**src/design/signed_alu_sticky_error_flags_defines.svh**
```systemverilog
// assertion macros for the signed alu block
`ifndef SIGNED_ALU_STICKY_ERROR_FLAGS_DEFINES_SVH
`define SIGNED_ALU_STICKY_ERROR_FLAGS_DEFINES_SVH

// implication checked on every edge outside reset
`define SASEF_ASSERT_IMPL(label, cond, expr) \
  label: assert property (@(posedge clk) disable iff (rst) (cond) |-> (expr)) \
    else $error("sasef check failed");

// implication checked in the cycle after the condition
`define SASEF_ASSERT_NEXT(label, cond, expr) \
  label: assert property (@(posedge clk) disable iff (rst) (cond) |=> (expr)) \
    else $error("sasef check failed");

`endif

```
**src/design/sasef_pkg.sv**
```systemverilog
// shared types and opcode constants of the signed alu
package sasef_pkg;

  localparam int DEF_WIDTH = 32;
  localparam int DATA_W    = 32;

  typedef logic [3:0] op_t;

  localparam op_t OP_ADD  = 4'd0;
  localparam op_t OP_SUB  = 4'd1;
  localparam op_t OP_NEG  = 4'd2;
  localparam op_t OP_MUL  = 4'd3;
  localparam op_t OP_MULB = 4'd4;
  localparam op_t OP_DIV  = 4'd5;
  localparam op_t OP_MOD  = 4'd6;
  localparam op_t OP_ABS  = 4'd7;
  localparam op_t OP_SIGN = 4'd8;
  localparam op_t OP_LT   = 4'd9;
  localparam op_t OP_LE   = 4'd10;
  localparam op_t OP_GT   = 4'd11;
  localparam op_t OP_GE   = 4'd12;
  localparam op_t OP_EQ   = 4'd13;
  localparam op_t OP_NE   = 4'd14;

  typedef struct packed {
    op_t  op;
    logic aneg;
    logic bneg;
    logic cmp;
    logic ovf;
    logic dz;
  } ctrl_t;

endpackage

```
**src/design/sasef_front.sv**
```systemverilog
// first stage: decode, simple results, multiply, flags and magnitudes
module sasef_front
  import sasef_pkg::*;
#(
  parameter int WIDTH = DEF_WIDTH
) (
  input  logic                    clk,
  input  logic                    rst,
  input  logic                    valid_i,
  output logic                    ready_o,
  input  op_t                     op_i,
  input  logic signed [WIDTH-1:0] a_i,
  input  logic signed [WIDTH-1:0] b_i,
  input  logic                    a_ovf_i,
  input  logic                    a_dz_i,
  input  logic                    b_ovf_i,
  input  logic                    b_dz_i,
  input  logic                    safe_i,
  output logic                    valid_o,
  input  logic                    ready_i,
  output ctrl_t                   ctrl_o,
  output logic [WIDTH-1:0]        v_o,
  output logic [WIDTH-1:0]        amag_o,
  output logic [WIDTH-1:0]        bmag_o
);

  logic [WIDTH-1:0] sum, diff, neg, prod, v_next;
  logic             take_a, take_b, ovf, cmp, dz;
  logic             aneg, bneg;
  ctrl_t            ctrl_next;

  assign aneg = a_i[WIDTH-1];
  assign bneg = b_i[WIDTH-1];
  assign sum  = a_i + b_i;
  assign diff = a_i - b_i;
  assign neg  = '0 - a_i;
  assign prod = a_i * b_i;
  assign ready_o = !valid_o || ready_i;

  always_comb begin
    v_next = '0;
    cmp    = 1'b0;
    ovf    = 1'b0;
    take_a = 1'b0;
    take_b = 1'b0;
    unique case (op_i)
      OP_ADD: begin
        v_next = sum;
        ovf    = (aneg == bneg) && (sum[WIDTH-1] != aneg);
        take_a = 1'b1;
        take_b = 1'b1;
      end
      OP_SUB: begin
        v_next = diff;
        ovf    = (aneg != bneg) && (diff[WIDTH-1] != aneg);
        take_a = 1'b1;
        take_b = 1'b1;
      end
      OP_NEG: begin
        v_next = neg;
        ovf    = aneg && (a_i[WIDTH-2:0] == '0);
        take_a = 1'b1;
      end
      OP_MUL: begin
        v_next = prod;
        take_a = 1'b1;
        take_b = 1'b1;
      end
      OP_MULB: v_next = b_i[0] ? a_i : '0;
      OP_DIV, OP_MOD: begin
        take_a = 1'b1;
        take_b = 1'b1;
      end
      OP_ABS: begin
        v_next = aneg ? neg : a_i;
        take_a = 1'b1;
      end
      OP_SIGN: v_next = aneg ? '1 : WIDTH'(1);
      OP_LT:   cmp = a_i < b_i;
      OP_LE:   cmp = a_i <= b_i;
      OP_GT:   cmp = b_i < a_i;
      OP_GE:   cmp = b_i <= a_i;
      OP_EQ:   cmp = a_i == b_i;
      OP_NE:   cmp = a_i != b_i;
      default: v_next = '0;
    endcase
    dz = ((op_i == OP_DIV) || (op_i == OP_MOD)) && (b_i == '0);
    dz  = dz  || (take_a && a_dz_i)  || (take_b && b_dz_i);
    ovf = ovf || (take_a && a_ovf_i) || (take_b && b_ovf_i);
    ctrl_next.op   = op_i;
    ctrl_next.aneg = aneg;
    ctrl_next.bneg = bneg;
    ctrl_next.cmp  = cmp;
    ctrl_next.ovf  = ovf && safe_i;
    ctrl_next.dz   = dz && safe_i;
  end

  always_ff @(posedge clk) begin
    if (rst) begin
      valid_o <= 1'b0;
    end else if (ready_o) begin
      valid_o <= valid_i;
    end
  end

  always_ff @(posedge clk) begin
    if (ready_o && valid_i) begin
      ctrl_o <= ctrl_next;
      v_o    <= v_next;
      amag_o <= aneg ? neg : a_i;
      bmag_o <= bneg ? WIDTH'('0 - b_i) : b_i;
    end
  end

endmodule

```
**config.mk**
```make
export PLATFORM = sky130hd
export DESIGN_NAME = sasef_front
export DESIGN_NICKNAME = d
export VERILOG_FILES = /design/src/design/signed_alu_sticky_error_flags_defines.svh /design/src/design/sasef_pkg.sv /design/src/design/sasef_front.sv
export SDC_FILE = /design/constraint.sdc
export NUM_CORES = 2
export LEC_CHECK = 0
export ABC_AREA = 1
export ABC_CLOCK_PERIOD_IN_PS = 9220
export BUFFER_PORTS_ARGS = -buffer_cell sky130_fd_sc_hd__buf_2
export CORE_UTILIZATION = 25
export CTS_CLUSTER_DIAMETER = 80
export DETAILED_ROUTE_END_ITERATION = 12
export PLACE_DENSITY = 0.47
export SKIP_LAST_GASP = 1
export SLEW_MARGIN = 0
export SYNTH_ARGS = -nofsm -noshare
export SYNTH_HDL_FRONTEND = slang
export SYNTH_SLANG_ARGS = --single-unit
```
**constraint.sdc**
```tcl
create_clock -name clk -period 9.22 [get_ports clk]
set_input_delay 0.922 -clock clk [delete_from_list [all_inputs] [get_ports clk]]
set_output_delay 0.922 -clock clk [all_outputs]
set_load 0.01 [all_outputs]
```
== Word-level counts from Yosys, hierarchy flattened ==
Cells that the tools add are included.
Storage, ports and cells
  input port bits: 77
  logic and storage cells: 72
  register bits: 106
Operators by class
  multiplexer cells: 9
  equal/unequal tests: 20
  add/subtract/negate cells: 4
  reduce and logical (&&, ||, !) cells: 23
  $mul: 1
  $lt $le $gt $ge: 4
Operators with widths (count)
  32-bit case mux with 7 select lines: 1
  32-bit two-way mux: 3
  32-bit less-or-equal comparator: 2
  32-bit less-than comparator: 2
  1-bit by 32-bit subtractor with 32-bit output, first input constant: 2
  32-bit adder: 1
  32-bit equality test: 1
  32-bit zero test: 1
  32-bit by 32-bit multiplier with 32-bit output: 1
  32-bit inequality test: 1
  32-bit subtractor: 1
  31-bit zero test: 1
  31-bit two-way mux: 1
  4-bit equality test, second input constant: 7
  4-bit by 3-bit equality test with 1-bit output, second input constant: 4
  1-bit logical AND: 11
  4-bit by 2-bit equality test with 1-bit output, second input constant: 2
  7-bit OR reduction: 1
  1-bit logical OR: 6
  1-bit case mux with 6 select lines: 1
  5-bit OR reduction: 1
  4-bit by 1-bit equality test with 1-bit output, second input constant: 1
  4-bit zero test: 1
  1-bit inequality test: 3
  other kinds (4): 5

== Logic depth before layout (Yosys ltp) ==
  word-level depth: 7
  mapped depth: 36
  mapped depth without buffers: 35

== Worst setup path after synthesis ==
No wires, ideal clock.
  path kind: input to register
  start: input a_i[12]
  end: register v_o[24], data pin
  setup slack: 1.773 ns
  arrival: 7.193 ns
  cell stages on the path: 29
  required time: 8.966 ns
  cell sequence: buf_2 > clkbuf_1 > buf_1 > nand2_1 > inv_1 > fa_1 > fa_1 > fa_1 > inv_1 > fa_1 > inv_1 > fa_1 > inv_1 > fa_1 > inv_1 > fa_1 > fa_1 > ha_1 > a21oi_1 > o21ai_0 > a21oi_1 > nand3_1 > nand3_1 > nand2_1 > or2_2 > nand3_1 > o21ai_0 > nor2_1 > nand2_1
Between the ends
  longest elaborated chain between the ends: 3
  elaborated cells between the ends (all ways): 6
  classes of those cells: add/sub: 3; mul: 1; mux: 2
RTL lines
  start, declared: line sasef_front.sv:12  | input logic signed [WIDTH-1:0] a_i,
  parallel branches: the longest is 2 deep, another holds 32-bit by 32-bit multiplier with 32-bit output
  32-bit case mux with 7 select lines *: line sasef_front.sv:46  | unique case (op_i)
  named net v_next[24]: line sasef_front.sv:27  | logic [WIDTH-1:0] sum, diff, neg, prod, v_next;
  end signal, assigned: line sasef_front.sv:109  | v_o <= v_next;
  end, declared: line sasef_front.sv:22  | output logic [WIDTH-1:0] v_o,
Mark *: on every way through the listed nets, which the timed path passes.
A chain may end at the register's enable or synchronous reset.

== Worst setup path in the final report ==
  start: input a_i[10]
  end: register v_o[28], data pin
Same word-level chain as after synthesis.

==> impl_metrics.toml <==
[run_status]
status = "complete, no violations"

[clock_network]
cts_setup_buffers = 0
cts_buffers = 9
cts-htree-levels = 3
clock_latency_ns = 0.43
cts-root-buf = "clkbuf_16"
cts_tree = "built"
clockBufferDepth = 2
numClockSinks = 106
cts_resized = 0
cts.hold.buffers_added = 0
cts.clk_slew.worst_paths_ns = 0.10

[routing]
drt-wirelength-per-cell_um = 21.5
drc_errors = 0
routed_wl_mm = 118
drt_iter0_markers = 2163
antenna_left = 0
vias = 25500
dr.pass1.iters = 7
vias_per_cell = 4.67

[timing]
fin_setup_tns_ns = 0
finalSetupViolCount = 0
skew_ns = 0.0178
period_needed_ns = 8.00
slew_headroom_pct = 30.7
max_freq_ghz = 0.125
worst_pin_slew_ns = 1.04
finalHoldViolations = 0
post-route-period-util_pct = 86.8
rsz0062_at_grt = "no"
drv_slew = 0

[synthesis]
synth_fp_nets = 4613
ys_seq_area_share_pct = 11.4
syn_area_um2 = 27900
synthTopCellsByCount = "nand2_1, inv_1, fa_1"
synth_top_cell_by_area = "fa_1"
yosys-top-cells-area = "fa_1, nand2_1, inv_1, edfxtp_1, ha_1"
synth_top_family_by_area = "adder cells"
post_synth_num_cell_types = 62
synth-main-ff-cell = "edfxtp_1"
yosys.area_share.adder_pct = 39.1
yosysMostFrequentCell = "nand2_1"
synth_cells = 3910
synth.avg_cell_area_um2 = 7.14
ys_ff_latch = 106
synth_compound_area_share_pct = 8.30
yosysTopAreaCellShare_pct = 29.4
synthMuxAreaShare_pct = 0
yosys.area_share.simple_pct = 22.8
yosys_warnings = 0
synth-xor-area-share_pct = 2.00
synth_edf_count = 105
async_flop_share_pct = 0

[floorplan]
die_area_um2 = 113000
core_um2 = 111000
rows = 122
die_x_um = 336
initial_core_util_pct = 25.2
die-height_um = 336
num_io_pins = 184

[global_route]
grt_max_degree = 55
gr-usage-met1_pct = 29.5
met3_usage_pct = 2.70
gr-max-usage-layer = "met2"
grt_pass1_wl_mm = 174
track_usage_pct = 21.1
use_met2_pct = 33.9
antenna_found_initial = 10
overflow = 0
first_global_vias = 25800

[layout]
insertedDiodeCount = 0
final_area_um2 = 30600
syn_to_final_growth_pct = 9.52
layout-drive-gt1-share_pct = 8.09
final_nets = 4678
fill_cells = 12300

[setup_path]
worstSetupPathType = "primary input to flip-flop"
r2r_setup_slack_ns = 7.63
cp_data_required_time_ns = 9.41
crit_fanout = 29
start_kind = "primary input"
arrival_ns = 8.18
cp-end-kind = "flip-flop"

[worst_hold_path]
hold_path.class = "flip-flop to flip-flop"

[run]
drv_cap = 0

[placed_design]
port-buffer-count = 183
placedInstanceArea_um2 = 30300
place_hpwl_mm = 94.4
gp_congestion = 0.992
[final cells by class]
type                       instances  area [um^2]  area share, %
clock buffer                       9          225          0.737
timing repair buffer             228         1250           4.10
inverter                        1014         3810           12.5
sequential                       106         3170           10.4
tap                             1488         1860           6.09
clock inverter                     7         80.1          0.262
multi-input combinational       2616        20200           65.9
[logic make-up (layout without fill, tap and decap cells)]
group / Yosys count / after routing
adder cells (fa/ha/maj): 626 / 626
flip-flops: 106 / 106
AO/OA/AOI/OAI: 406 / 406
XOR/XNOR: 63 / 63
AND/OR/NAND/NOR: 1521 / 1521
buffers and inverters: 1188 / 1258
[final timing paths]
check | end | start | cells past startpoint
setup / recovery | v_o[28]$_DFFE_PP_ | a_i[10] | 27
hold / removal | valid_o$_SDFFE_PP0N_ | valid_o$_SDFFE_PP0N_ | 2
setup reg to reg | amag_o[4]$_DFFE_PP_ | valid_o$_SDFFE_PP0N_ | 2
hold reg to reg | valid_o$_SDFFE_PP0N_ | valid_o$_SDFFE_PP0N_ | 2
[layout by cell type (no fill, tap or decap), types with 6 or more instances in the layout]
master,n
inv_1,995
nor2_2,15
nand2_2,6
nor3_2,6
xnor2_1,7
buf_2,183
fa_1,410
a211oi_1,7
o22ai_1,12
o21ai_0,126
edfxtp_1,105
or2_2,9
nor2_1,203
o221ai_1,9
nand4_1,42
clkbuf_16,9
a21oi_1,142
a21o_1,17
ha_1,216
nor2_4,6
nand3b_1,9
buf_4,45
nand2_1,1018
or2_1,7
o21ai_1,27
nand3_1,152
o21bai_1,11
a31oi_1,16
inv_2,13
xor2_1,55
nor4_1,7
o2111ai_1,7
nor3_1,25
[registers in the layout, indices dropped and copies added, names as in the netlist]
name,flops
amag_o,32
bmag_o,32
v_o,32
ctrl_o,9
valid_o,1
[per-layer routing]
metal	part of all wire, %	vias to the layer above
met3	6.7	125
li1	-	11800
met1	45	12600
met2	45	945
met4	2.9	2
met5	0.011	-
[critical path: stages]
cell and delay [ns]:
buf_2 0.76, ha_1 0.27, inv_1 0.11, fa_1 0.37, inv_1 0.08, fa_1 0.43
fa_1 0.51, inv_1 0.05, fa_1 0.47, inv_1 0.05, fa_1 0.48, fa_1 0.57
fa_1 0.43, fa_1 0.45, ha_1 0.43, nand2_1 0.14, nor3_1 0.49, nand4_1 0.21
nand3_1 0.24, a21o_1 0.19, nand2_1 0.07, nand2_1 0.06, nand2_1 0.05, nand3_1 0.09
nand2_1 0.08, nor2_1 0.09, nand2_1 0.07
[stage by stage]
step	worst slack (ns)	hold WS, ns	utilization [%]	std cells
after floorplan	1.77	0.577	-	3910
after global placement	0.781	0.522	27.3	5452
after detailed placement	0.793	0.525	27.3	5452
after CTS	1.25	0.539	27.6	5468
after global routing	0.827	0.560	27.6	5468
final	1.22	0.532	27.6	5468
Power is not shown: default switching activity piles up to over one toggle a cycle in this logic, so the estimate is an artifact.
