**src/design/signed_alu_sticky_error_flags_defines.svh**
```systemverilog
// assertion macros for the signed alu block
`ifndef SIGNED_ALU_STICKY_ERROR_FLAGS_DEFINES_SVH
`define SIGNED_ALU_STICKY_ERROR_FLAGS_DEFINES_SVH

// implication checked on every edge outside reset
`define SASEF_ASSERT_IMPL(label, cond, expr) \
  label: assert property (@(posedge clk) disable iff (rst) (cond) |-> (expr)) \
    else $error("sasef check failed");

// implication checked in the cycle after the condition
`define SASEF_ASSERT_NEXT(label, cond, expr) \
  label: assert property (@(posedge clk) disable iff (rst) (cond) |=> (expr)) \
    else $error("sasef check failed");

`endif

```
**src/design/sasef_pkg.sv**
```systemverilog
// shared types and opcode constants of the signed alu
package sasef_pkg;

  localparam int DEF_WIDTH = 32;
  localparam int DATA_W    = 32;

  typedef logic [3:0] op_t;

  localparam op_t OP_ADD  = 4'd0;
  localparam op_t OP_SUB  = 4'd1;
  localparam op_t OP_NEG  = 4'd2;
  localparam op_t OP_MUL  = 4'd3;
  localparam op_t OP_MULB = 4'd4;
  localparam op_t OP_DIV  = 4'd5;
  localparam op_t OP_MOD  = 4'd6;
  localparam op_t OP_ABS  = 4'd7;
  localparam op_t OP_SIGN = 4'd8;
  localparam op_t OP_LT   = 4'd9;
  localparam op_t OP_LE   = 4'd10;
  localparam op_t OP_GT   = 4'd11;
  localparam op_t OP_GE   = 4'd12;
  localparam op_t OP_EQ   = 4'd13;
  localparam op_t OP_NE   = 4'd14;

  typedef struct packed {
    op_t  op;
    logic aneg;
    logic bneg;
    logic cmp;
    logic ovf;
    logic dz;
  } ctrl_t;

endpackage

```
**src/design/sasef_div_step.sv**
```systemverilog
// one restoring division step as a pipeline stage
module sasef_div_step
  import sasef_pkg::*;
#(
  parameter int WIDTH = DEF_WIDTH,
  parameter int IDX   = 0
) (
  input  logic             clk,
  input  logic             rst,
  input  logic             valid_i,
  output logic             ready_o,
  input  ctrl_t            ctrl_i,
  input  logic [WIDTH-1:0] v_i,
  input  logic [WIDTH-1:0] amag_i,
  input  logic [WIDTH-1:0] bmag_i,
  input  logic [WIDTH-1:0] t_i,
  input  logic             r_i,
  input  logic [WIDTH-1:0] quo_i,
  output logic             valid_o,
  input  logic             ready_i,
  output ctrl_t            ctrl_o,
  output logic [WIDTH-1:0] v_o,
  output logic [WIDTH-1:0] amag_o,
  output logic [WIDTH-1:0] bmag_o,
  output logic [WIDTH-1:0] t_o,
  output logic             r_o,
  output logic [WIDTH-1:0] quo_o
);

  localparam int BIT = WIDTH - 1 - IDX;

  logic [WIDTH-1:0] base, t_next, quo_next;
  logic             r_next;

  assign ready_o = !valid_o || ready_i;

  always_comb begin
    base     = r_i ? (t_i - bmag_i) : t_i;
    t_next   = {base[WIDTH-2:0], amag_i[BIT]};
    // signed compare as the scheme defines it, even for magnitudes
    r_next   = $signed(bmag_i) <= $signed(t_next);
    quo_next = quo_i;
    quo_next[BIT] = r_next;
  end

  always_ff @(posedge clk) begin
    if (rst) begin
      valid_o <= 1'b0;
    end else if (ready_o) begin
      valid_o <= valid_i;
    end
  end

  always_ff @(posedge clk) begin
    if (ready_o && valid_i) begin
      ctrl_o <= ctrl_i;
      v_o    <= v_i;
      amag_o <= amag_i;
      bmag_o <= bmag_i;
      t_o    <= t_next;
      r_o    <= r_next;
      quo_o  <= quo_next;
    end
  end

endmodule

```
**config.mk**
```make
export PLATFORM = sky130hd
export DESIGN_NAME = sasef_div_step
export DESIGN_NICKNAME = d
export VERILOG_FILES = /design/src/design/signed_alu_sticky_error_flags_defines.svh /design/src/design/sasef_pkg.sv /design/src/design/sasef_div_step.sv
export SDC_FILE = /design/constraint.sdc
export NUM_CORES = 1
export LEC_CHECK = 0
export BUFFER_PORTS_ARGS = -buffer_cell sky130_fd_sc_hd__buf_2
export CAP_MARGIN = 20
export CORE_MARGIN = 8
export CORE_UTILIZATION = 30
export DETAILED_ROUTE_END_ITERATION = 16
export PLACE_DENSITY = 0.56
export SLEW_MARGIN = 40
export SYNTH_ARGS = -nofsm -noshare
export SYNTH_HDL_FRONTEND = slang
export SYNTH_SLANG_ARGS = --single-unit
```
**constraint.sdc**
```tcl
create_clock -name clk -period 14.2 [get_ports clk]
set_input_delay 2.13 -clock clk [delete_from_list [all_inputs] [get_ports clk]]
set_output_delay 2.13 -clock clk [all_outputs]
set_load 0.05 [all_outputs]
```
### After elaboration in Yosys (flattened, before gate mapping)

Cells that the tools add are included.

| word-level totals | value |
|---|---|
| register bits after elaboration | 171 |
| latch bits | 0 |
| bits in writable memories | 0 |
| ROM bits | 0 |
| input bits | 174 |
| output and inout port bits | 172 |
| logic and storage cells | 19 |
| memories kept | 0 |

| cells by class | value |
|---|---|
| add/sub/neg operators | 1 |
| multiply operators | 0 |
| divide/modulo/power cells | 0 |
| $lt $le $gt $ge | 1 |
| equality and inequality tests | 0 |
| shift-type cells | 0 |
| multiplexer cells | 1 |
| bitwise operators | 0 |
| reductions and logical operators | 3 |

Operators by type and width:

| operator | count |
|---|---|
| $le A32 B32 Y1 | 1 |
| $mux W31 | 1 |
| $sub A31 B31 Y31 | 1 |
| $logic_and A1 B1 Y1 | 1 |
| $logic_not A1 Y1 | 1 |
| $logic_or A1 B1 Y1 | 1 |

### Logic depth before layout (Yosys ltp)

Gate-level depths: netlist of run 1.

| depth | value |
|---|---|
| word-level depth | 3 |
| depth in mapped cells | 18 |

### Least setup slack after synthesis of run 1

Ideal clock, no wire load.

| timing path | value |
|---|---|
| path type | input port to flip-flop |
| from | input port ready_i |
| to | register amag_o[0], enable pin |
| arrival | 6.502 ns |
| data required time | 13.652 ns |
| slack | 7.150 ns |
| stages on the path | 2 |
| buffers on the path | 0 |
| cell sequence | nand2b_1 and2_1 |

| on the way | value |
|---|---|
| cells in the longest elaborated chain, start to end | 2 |

Ends and longest elaborated chain:

| element | RTL line | RTL |
|---|---|---|
| start, declared | sasef_div_step.sv:20 | `input logic ready_i,` |
| $logic_or A1 B1 Y1 | sasef_div_step.sv:35 | `assign ready_o = !valid_o \|\| ready_i;` |
| $logic_and A1 B1 Y1 | sasef_div_step.sv:55 | `if (ready_o && valid_i) begin` |
| end signal, assigned | sasef_div_step.sv:58 | `amag_o <= amag_i;` |
| end, declared | sasef_div_step.sv:23 | `output logic [WIDTH-1:0] amag_o,` |

Every way passes these cells.
A chain may end at the register's enable or synchronous reset.

### Final worst setup path of run 1

| timing path | value |
|---|---|
| from | input port bmag_i[8] |
| to | register r_o, data pin |

| on the way | value |
|---|---|
| cells in the longest elaborated chain, start to end | 3 |

Ends and longest elaborated chain:

| element | RTL line | RTL |
|---|---|---|
| start, declared | sasef_div_step.sv:15 | `input logic [WIDTH-1:0] bmag_i,` |
| $sub A31 B31 Y31 | sasef_div_step.sv:38 | `base = r_i ? (t_i - bmag_i) : t_i;` |
| $mux W31 | sasef_div_step.sv:38 |  |
| $le A32 B32 Y1 * | sasef_div_step.sv:41 | `r_next = $signed(bmag_i) <= $signed(t_next);` |
| via r_next | sasef_div_step.sv:33 | `logic r_next;` |
| end signal, assigned | sasef_div_step.sv:61 | `r_o <= r_next;` |
| end, declared | sasef_div_step.sv:26 | `output logic r_o,` |

The timed path passes the listed nets; every way through them passes the cells marked *.

==> metrics.log, run 1 <==
[metrics] result of the run: finished clean
[metrics] CP Max Fanout: 6
[metrics] Pre-Repair DR Iteration Count: 4
[metrics] register-to-register setup slack: 12.22 ns
[metrics] remaining global-route overflow: 0
[metrics] wire length per cell after detailed routing: 18.96 um
[metrics] TritonCTS buffer count: 17
[metrics] cell class contributing the biggest share of worst-path delay: compound AO/OA/AOI/OAI gates
[metrics] capture instance of the worst register-to-register path: v_o[16]
[metrics] cells after synthesis: 610
[metrics] critical path endpoint category: register
[metrics] clock period minus final worst setup slack: 6.266 ns
[metrics] data arrival time of the critical path: 6.44 ns
[metrics] CP Buf/Inv Count: 2
[metrics] hold path startpoint: valid_o
[metrics] clock tree from TritonCTS: done
[metrics] total number of vias: 6060
[metrics] number of max-slew violations in the final report: 0
[metrics] cell breakdown of the critical path: buf_2 > inv_1 > ha_1 > a21oi_1 > o21ai_0 > a2111oi_0 > nand2_1 > a21oi_1 > xnor2_1 > a21oi_1 > ha_1 > and2_0 > a221o_1 > a221oi_1 > o21ai_0 > a21oi_1 > mux2_2
[metrics] reported leakage power: 4.884 nW
[metrics] worst-case hold path end point: valid_o
[metrics] number of storage elements in the synthesis netlist: 169
[metrics] clock skew: 0.01429 ns
[metrics] Min-Delay Path Class: reg2reg
[metrics] depth of the worst register-to-register path: 3
[metrics] Post-Synthesis Mean Instance Area: 13.42 sq um
[metrics] number of levels the H-tree was split into: 4
[metrics] routability-driven placement congestion ratio: 0.8259
[metrics] top cell type by total area after synthesis: edfxtp_1
[metrics] Power per Cell Area: 131.2 mW/mm^2
[metrics] fraction of layout instances using a drive strength above 1: 0.4180
[metrics] Net count, final: 1194
[metrics] remaining antenna violation count after routing: 0
[metrics] count of cell types in the netlist: 49
[metrics] final non-filler cell area: 0.01086 sq mm
[metrics] die height: 181.2 um
[metrics] first-pass GRT wire length: 37830 um
[metrics] library cell contributing the largest single delay on the critical path: a2111oi_0
[metrics] critical path type: in2reg
[metrics] Detail Placement HPWL: 19960 um
[metrics] Power Total: 1.424 mW
[metrics] cell area after technology mapping: 0.008185 sq mm
[metrics] starting utilization of the core area: 0.3046
[metrics] Setup Fix Bufs, Post-CTS: 0
[metrics] normalized max-slew margin: 0.4836
[metrics] WL final: 24870 um
[metrics] iteration-0 DRC count of the detailed router: 333
[metrics] Data required, critical path: 14.37 ns
[metrics] worst slew pin tran: 0.7746 ns
[metrics] WHS Path Cells: 2
[metrics] master cell of the clock root buffer: clkbuf_16
[metrics] count of input and output buffers: 343
[metrics] top cell type's share of synthesized area: 0.6163
[metrics] YS warnings: 0
[metrics] Clk Latency, worst-skew pair: 0.42 ns
[metrics] full die area: 0.03283 sq mm
[metrics] post-cts sizing count: 0
[metrics] All-Layer GR Usage: 0.1491
[metrics] largest net degree at the start of global routing: 82
[metrics] horizontal die dimension: 181.2 um
[metrics] # hold bufs at CTS: 0
[metrics] post-CTS clock slew at the launch and capture registers of the worst setup and hold paths: 0.07 ns
[metrics] Max Fclk: 159.6 MHz
[metrics] Synth-to-Final Area Change: 32.67%
[metrics] maximum count of clock buffers along a single path: 2
[metrics] final hold vios: 0
[metrics] cell repeated most along the worst path: a21oi_1
[metrics] crit start category: input port
[metrics] initial antenna violation count: 3
[metrics] unrepaired setup endpoints after global routing: false
[metrics] cell area after placement: 0.01027 sq mm
[metrics] TritonCTS sink count: 169
[metrics] period utilization: 0.4413
[metrics] FP Rows: 60
[metrics] I/O pin count: 346
[metrics] Seq/Total Area, Yosys: 0.6188
[metrics] stage delay of the slowest cell on the critical path: 0.74 ns
[metrics] count of endpoints failing setup in the final report: 0
[metrics] start of the worst register-to-register path: valid_o
[metrics] residual DRC count: 0
[metrics] max_cap viols: 0
[metrics] total negative setup slack: 0 ns
[metrics] Mapped Nets: 847
[metrics] vias per std cell: 4.619
[metrics] synth top area cells: edfxtp_1 62%, ha_1 9.5%, a21oi_1 3.2%
[metrics] via count of the first global-routing pass: 6294
[metrics] maximum vdd drop: 0.00006322 V
[metrics] Core Footprint: 0.02688 sq mm
-- worst min-delay path: stages (launching register included) --
cell	delay, ns
dfxtp_1	0.31
nand2b_1	0.10
a21oi_1	0.08
-- through the flow --
step	hold slack, ns	setup WS [ns]	utilization	cells
after floorplan	1.114	7.150	-	610
after global placement	0.5097	7.543	0.3818	1279
after detailed placement	0.5228	7.552	0.3820	1279
after CTS	0.5336	7.961	0.4039	1310
after global routing	0.6039	7.635	0.4041	1312
final	0.5295	7.934	0.4041	1312
-- layer usage --
metal | up-vias | part of all wire | global-route usage
met5 | - | 0.00052 | 0
met4 | 2 | 0.013 | 0.04460
met3 | 16 | 0.062 | 0.03892
met2 | 200 | 0.52 | 0.2695
met1 | 2858 | 0.41 | 0.1701
li1 | 2984 | - | -
-- worst max-delay path by stage --
stage,slack (ns),endpoint,cells after the start,start
after floorplan,7.15,amag_o[0],2,ready_i
after global placement,7.54,r_o,17,bmag_i[0]
after global routing,7.64,r_o,17,bmag_i[8]
after CTS,7.96,r_o,17,bmag_i[8]
final,7.93,r_o,17,bmag_i[8]
after detailed placement,7.55,r_o,17,bmag_i[8]
-- layout make-up --
type / instances / area (sq um)
Tap cell: 341 / 426.7
Inverter: 57 / 214.0
Clock buffer: 17 / 425.4
Clock inverter: 14 / 162.7
Antenna cell: 2 / 5.005
Sequential cell: 169 / 5065
Fill cell: 2619 / 16020
Multi-Input combinational cell: 366 / 2818
Timing Repair Buffer: 346 / 1743
-- cells in the final DEF, fill, tap and decap left out, types with 2 or more instances in the layout --
cell type and instances:
a221oi_1 3, ha_1 62, nor2b_1 10, a211o_1 4
nor2_1 24, clkbuf_16 17, nand3_1 4, a2111oi_0 2
xnor2_1 17, a21o_1 23, nand2b_1 2, o21ai_0 22
nand4_1 15, buf_2 343, inv_6 2, and3_1 2
o21a_1 5, a31oi_1 2, edfxtp_1 168, o211ai_1 7
a221o_1 3, diode_2 2, clkinv_8 2, mux2_2 18
mux2i_1 14, xor2_1 14, inv_8 4, a211oi_1 6
nand2_1 24, nor3_1 7, inv_1 57, a21oi_1 52
clkinvlp_4 5, or2_2 6, o21bai_1 3, buf_4 2
-- logic make-up (layout without fill, tap and decap cells) --
kind of cell	Yosys count	after routing	synth area share
compound gates	140	140	0.1108
xor+xnor	31	31	0.03317
fa+ha+maj	63	63	0.09722
buf+inv	75	434	0.03730
flops	169	169	0.6188
mux	32	32	0.04188
other cells	0	2	0
simple gates	100	100	0.06084
-- synth_stat cells (all sizes together) --
cell type  instances
a2111oi            2
a211o              4
a211oi             6
a21o              24
a21oi             52
a221o              3
a221oi             3
a22oi              1
a31oi              3
a41o               1
and2               2
and3               2
and4               1
buf                7
clkbuf            11
dfxtp              1
edfxtp           168
fa                 1
ha                62
inv               57
mux2              18
mux2i             14
nand2             24
nand2b             2
nand3              4
nand4             15
nor2              24
nor2b             10
nor3               7
nor4b              1
o2111ai            1
o211ai             7
o21a               5
o21ai             22
o21bai             4
o221ai             1
o31a               1
or2                6
or3                1
or4                1
xnor2             17
xor2              14
-- flip-flops by register name, indices dropped and copies added (netlist names) --
name	cells
bmag_o	32
v_o	32
valid_o	1
ctrl_o	9
amag_o	31
t_o	32
r_o	1
quo_o	31
-- power breakdown --
| group | switching (mW) | internal, mW |
|---|---|---|
| Clock | 0.225 | 0.250 |
| Combinational | 0.244 | 0.107 |
| Sequential | 0.00741 | 0.591 |
Note: power is estimated with default switching activity, not from simulation.
==> run 2: changes to the inputs <==
Settings changed: PLACE_DENSITY 0.56 to 0.58.
Clock period 14.2 ns to 5.6 ns, I/O delays scaled along.
==> run 2 against run 1 <==
Compared with the run above:
- design area increased by 0.40%
- routed wire length increased by 1.2%
- via count increased by 0.53%
- utilization increased by 0.16 points
- combinational power increased to 2.6 times the previous value
- global-route usage about the same
- clock power increased by 150%
- flip-flop and latch count unchanged
- first-iteration DRC count decreased by 9.6%
- largest power group unchanged
==> metrics.log, run 2 (same netlist as run 1, synthesis figures left out) <==
[metrics] critical path type: in2reg
[metrics] crit start category: input port
[metrics] top flop regs: bmag_o x32, t_o x32, v_o x32
[metrics] maximum count of clock buffers along a single path: 2 (unchanged)
[metrics] maximum vdd drop: 0.0001742 V (+180%)
[metrics] count of endpoints failing setup in the final report: 0 (unchanged)
[metrics] vias per std cell: 4.636 (+0.38%)
[metrics] via count of the first global-routing pass: 6217 (-1.2%)
[metrics] TritonCTS buffer count: 17 (unchanged)
[metrics] most common cell after layout, fill and taps aside: buf_2
[metrics] first-pass GRT wire length: 37680 um (-0.38%)
[metrics] Power Total: 3.585 mW (+150%)
[metrics] # hold bufs at CTS: 0 (unchanged)
[metrics] Net count, final: 1196 (+0.17%)
[metrics] number of max-slew violations in the final report: 0 (unchanged)
[metrics] die height: 181.2 um (unchanged)
[metrics] result of the run: finished clean
[metrics] cell breakdown of the critical path: buf_2 > ha_1 > fa_1 > nor2b_1 > o2111ai_1 > nand4_1 > a31oi_4 > or4_1 > o31a_1 > xor2_1 > ha_1 > and4_1 > a221oi_1 > o21ai_0 > a21oi_1 > mux2_2
[metrics] Data required, critical path: 5.78 ns (-8.59 ns)
[metrics] post-route worst setup slack: 0.7507 ns (-7.183 ns)
[metrics] top library cells by usage in the layout, fill and taps aside: 343 x buf_2, 168 x edfxtp_1, 62 x ha_1
[metrics] Detail Placement HPWL: 20390 um (+2.1%)
[metrics] clock tree from TritonCTS: done
[metrics] period utilization: 0.8660
[metrics] Synth-to-Final Area Change: 33.20%
[metrics] All-Layer GR Usage: 0.1488 (-0.0003700)
[metrics] library cell contributing the largest single delay on the critical path: or4_1
[metrics] FP Rows: 60 (unchanged)
[metrics] Power per Cell Area: 328.8 mW/mm^2 (+150%)
[metrics] Clk Latency, worst-skew pair: 0.43 ns (about the same)
[metrics] unrepaired setup endpoints after global routing: false
[metrics] CP Max Fanout: 6 (unchanged)
[metrics] total negative setup slack: 0 ns (unchanged)
[metrics] max_cap viols: 0 (unchanged)
[metrics] residual DRC count: 0 (unchanged)
[metrics] Pre-Repair DR Iteration Count: 4 (unchanged)
[metrics] post-CTS clock slew at the launch and capture registers of the worst setup and hold paths: 0.07 ns (about the same)
[metrics] TritonCTS sink count: 169 (unchanged)
[metrics] I/O pin count: 346 (unchanged)
[metrics] WL final: 25180 um (+1.2%)
[metrics] largest net degree at the start of global routing: 100 (+22%)
[metrics] post-cts sizing count: 0 (unchanged)
[metrics] routability-driven placement congestion ratio: 0.8156 (-1.2%)
[metrics] remaining global-route overflow: 0 (unchanged)
[metrics] horizontal die dimension: 181.2 um (unchanged)
[metrics] Core Footprint: 0.02688 sq mm (unchanged)
[metrics] final hold vios: 0 (unchanged)
[metrics] worst slew pin tran: 0.7657 ns (-0.008838 ns)
[metrics] cell repeated most along the worst path: ha_1
[metrics] number of levels the H-tree was split into: 4 (unchanged)
[metrics] Max Fclk: 206.2 MHz
[metrics] count of input and output buffers: 343 (unchanged)
[metrics] normalized max-slew margin: 0.4895 (+0.005892)
[metrics] stage delay of the slowest cell on the critical path: 0.54 ns (-0.20 ns)
[metrics] full die area: 0.03283 sq mm (unchanged)
[metrics] fraction of layout instances using a drive strength above 1: 0.4187 (+0.0007676)
[metrics] DP Worst Slack: 0.2759 ns (-7.276 ns)
[metrics] iteration-0 DRC count of the detailed router: 301 (-9.6%)
[metrics] remaining antenna violation count after routing: 0 (unchanged)
[metrics] Min-Delay Path Class: reg2reg
[metrics] initial antenna violation count: 4 (+1)
[metrics] Setup Fix Bufs, Post-CTS: 0 (unchanged)
[metrics] # placed instances: 1281 (+0.16%)
[metrics] critical path endpoint category: register
[metrics] post-route insts no fill: 1314 (+0.15%)
[metrics] clock skew: 0.01494 ns (+0.0006482 ns)
[metrics] reported leakage power: 4.917 nW (+0.68%)
[metrics] starting utilization of the core area: 0.3046 (unchanged)
[metrics] total number of vias: 6092 (+0.53%)
[metrics] master cell of the clock root buffer: clkbuf_16
[metrics] clock period minus final worst setup slack: 4.849 ns
[metrics] wire length per cell after detailed routing: 19.16 um (+1.1%)
[metrics] data arrival time of the critical path: 5.03 ns (-1.41 ns)
[run 2: cell types whose count changed in the layout (fill, tap and decap cells not counted)]
cell,delta
clkinv_4,+4
clkinvlp_4,-4
buf_12,+3
buf_6,-1
bufinv_16,-1
clkinv_1,+1
clkinv_8,+1
diode_2,-1
inv_6,-1
inv_8,+1
[run 2: final cells by class]
type	count	area, sq um
Clock buffer	17	425.4
Multi-Input combinational cell	366	2818
Timing Repair Buffer	348	1792
Clock inverter	15	160.2
Inverter	57	214.0
Tap cell	341	426.7
Fill cell	2604	15970
Sequential cell	169	5065
Antenna cell	1	2.502
[run 2: worst max-delay path: cells and delay by family]
family	cells	cell delay, ns
and+or+nand+nor	4	1.28
AOI/OAI and AO/OA	6	1.24
adders and majority gates	3	1.01
muxes	1	0.35
xor gates and xnor gates	1	0.16
buffers and inverters	1	0.14
[run 2: metal layers]
layer,share of wire,wire [um],track usage,up-vias
met5,0.0014,34,0,-
met4,0.013,337,0.03444,6
met3,0.065,1636,0.04413,25
met2,0.51,12790,0.2656,215
met1,0.41,10380,0.1728,2863
li1,-,-,-,2983
[run 2: per-stage QoR]
step / instance area (sq um) / hold slack [ns] / utilization
floorplan: 8187 / 0.9091 / -
global placement: 10290 / 0.5068 / 0.3831
detailed placement: 10310 / 0.5115 / 0.3838
CTS: 10900 / 0.5219 / 0.4056
global route: 10900 / 0.5582 / 0.4057
finish: 10900 / 0.5247 / 0.4057
[run 2: report_power, final]
group          leakage (nW)  switching [mW]  total, mW  internal [mW]
combinational          3.00           0.621      0.896          0.275
clock                 0.283           0.571       1.17          0.598
sequential             1.63          0.0216       1.52           1.50
[run 2: path summary, 6_finish.rpt]
path,endpoint,slack (ns),from,depth (start not counted)
worst min register to register,valid_o,0.52,valid_o,2
worst min-delay path,valid_o,0.52,valid_o,2
worst max register to register,v_o[26],3.81,valid_o,3
worst max-delay path,r_o,0.75,bmag_i[0],16
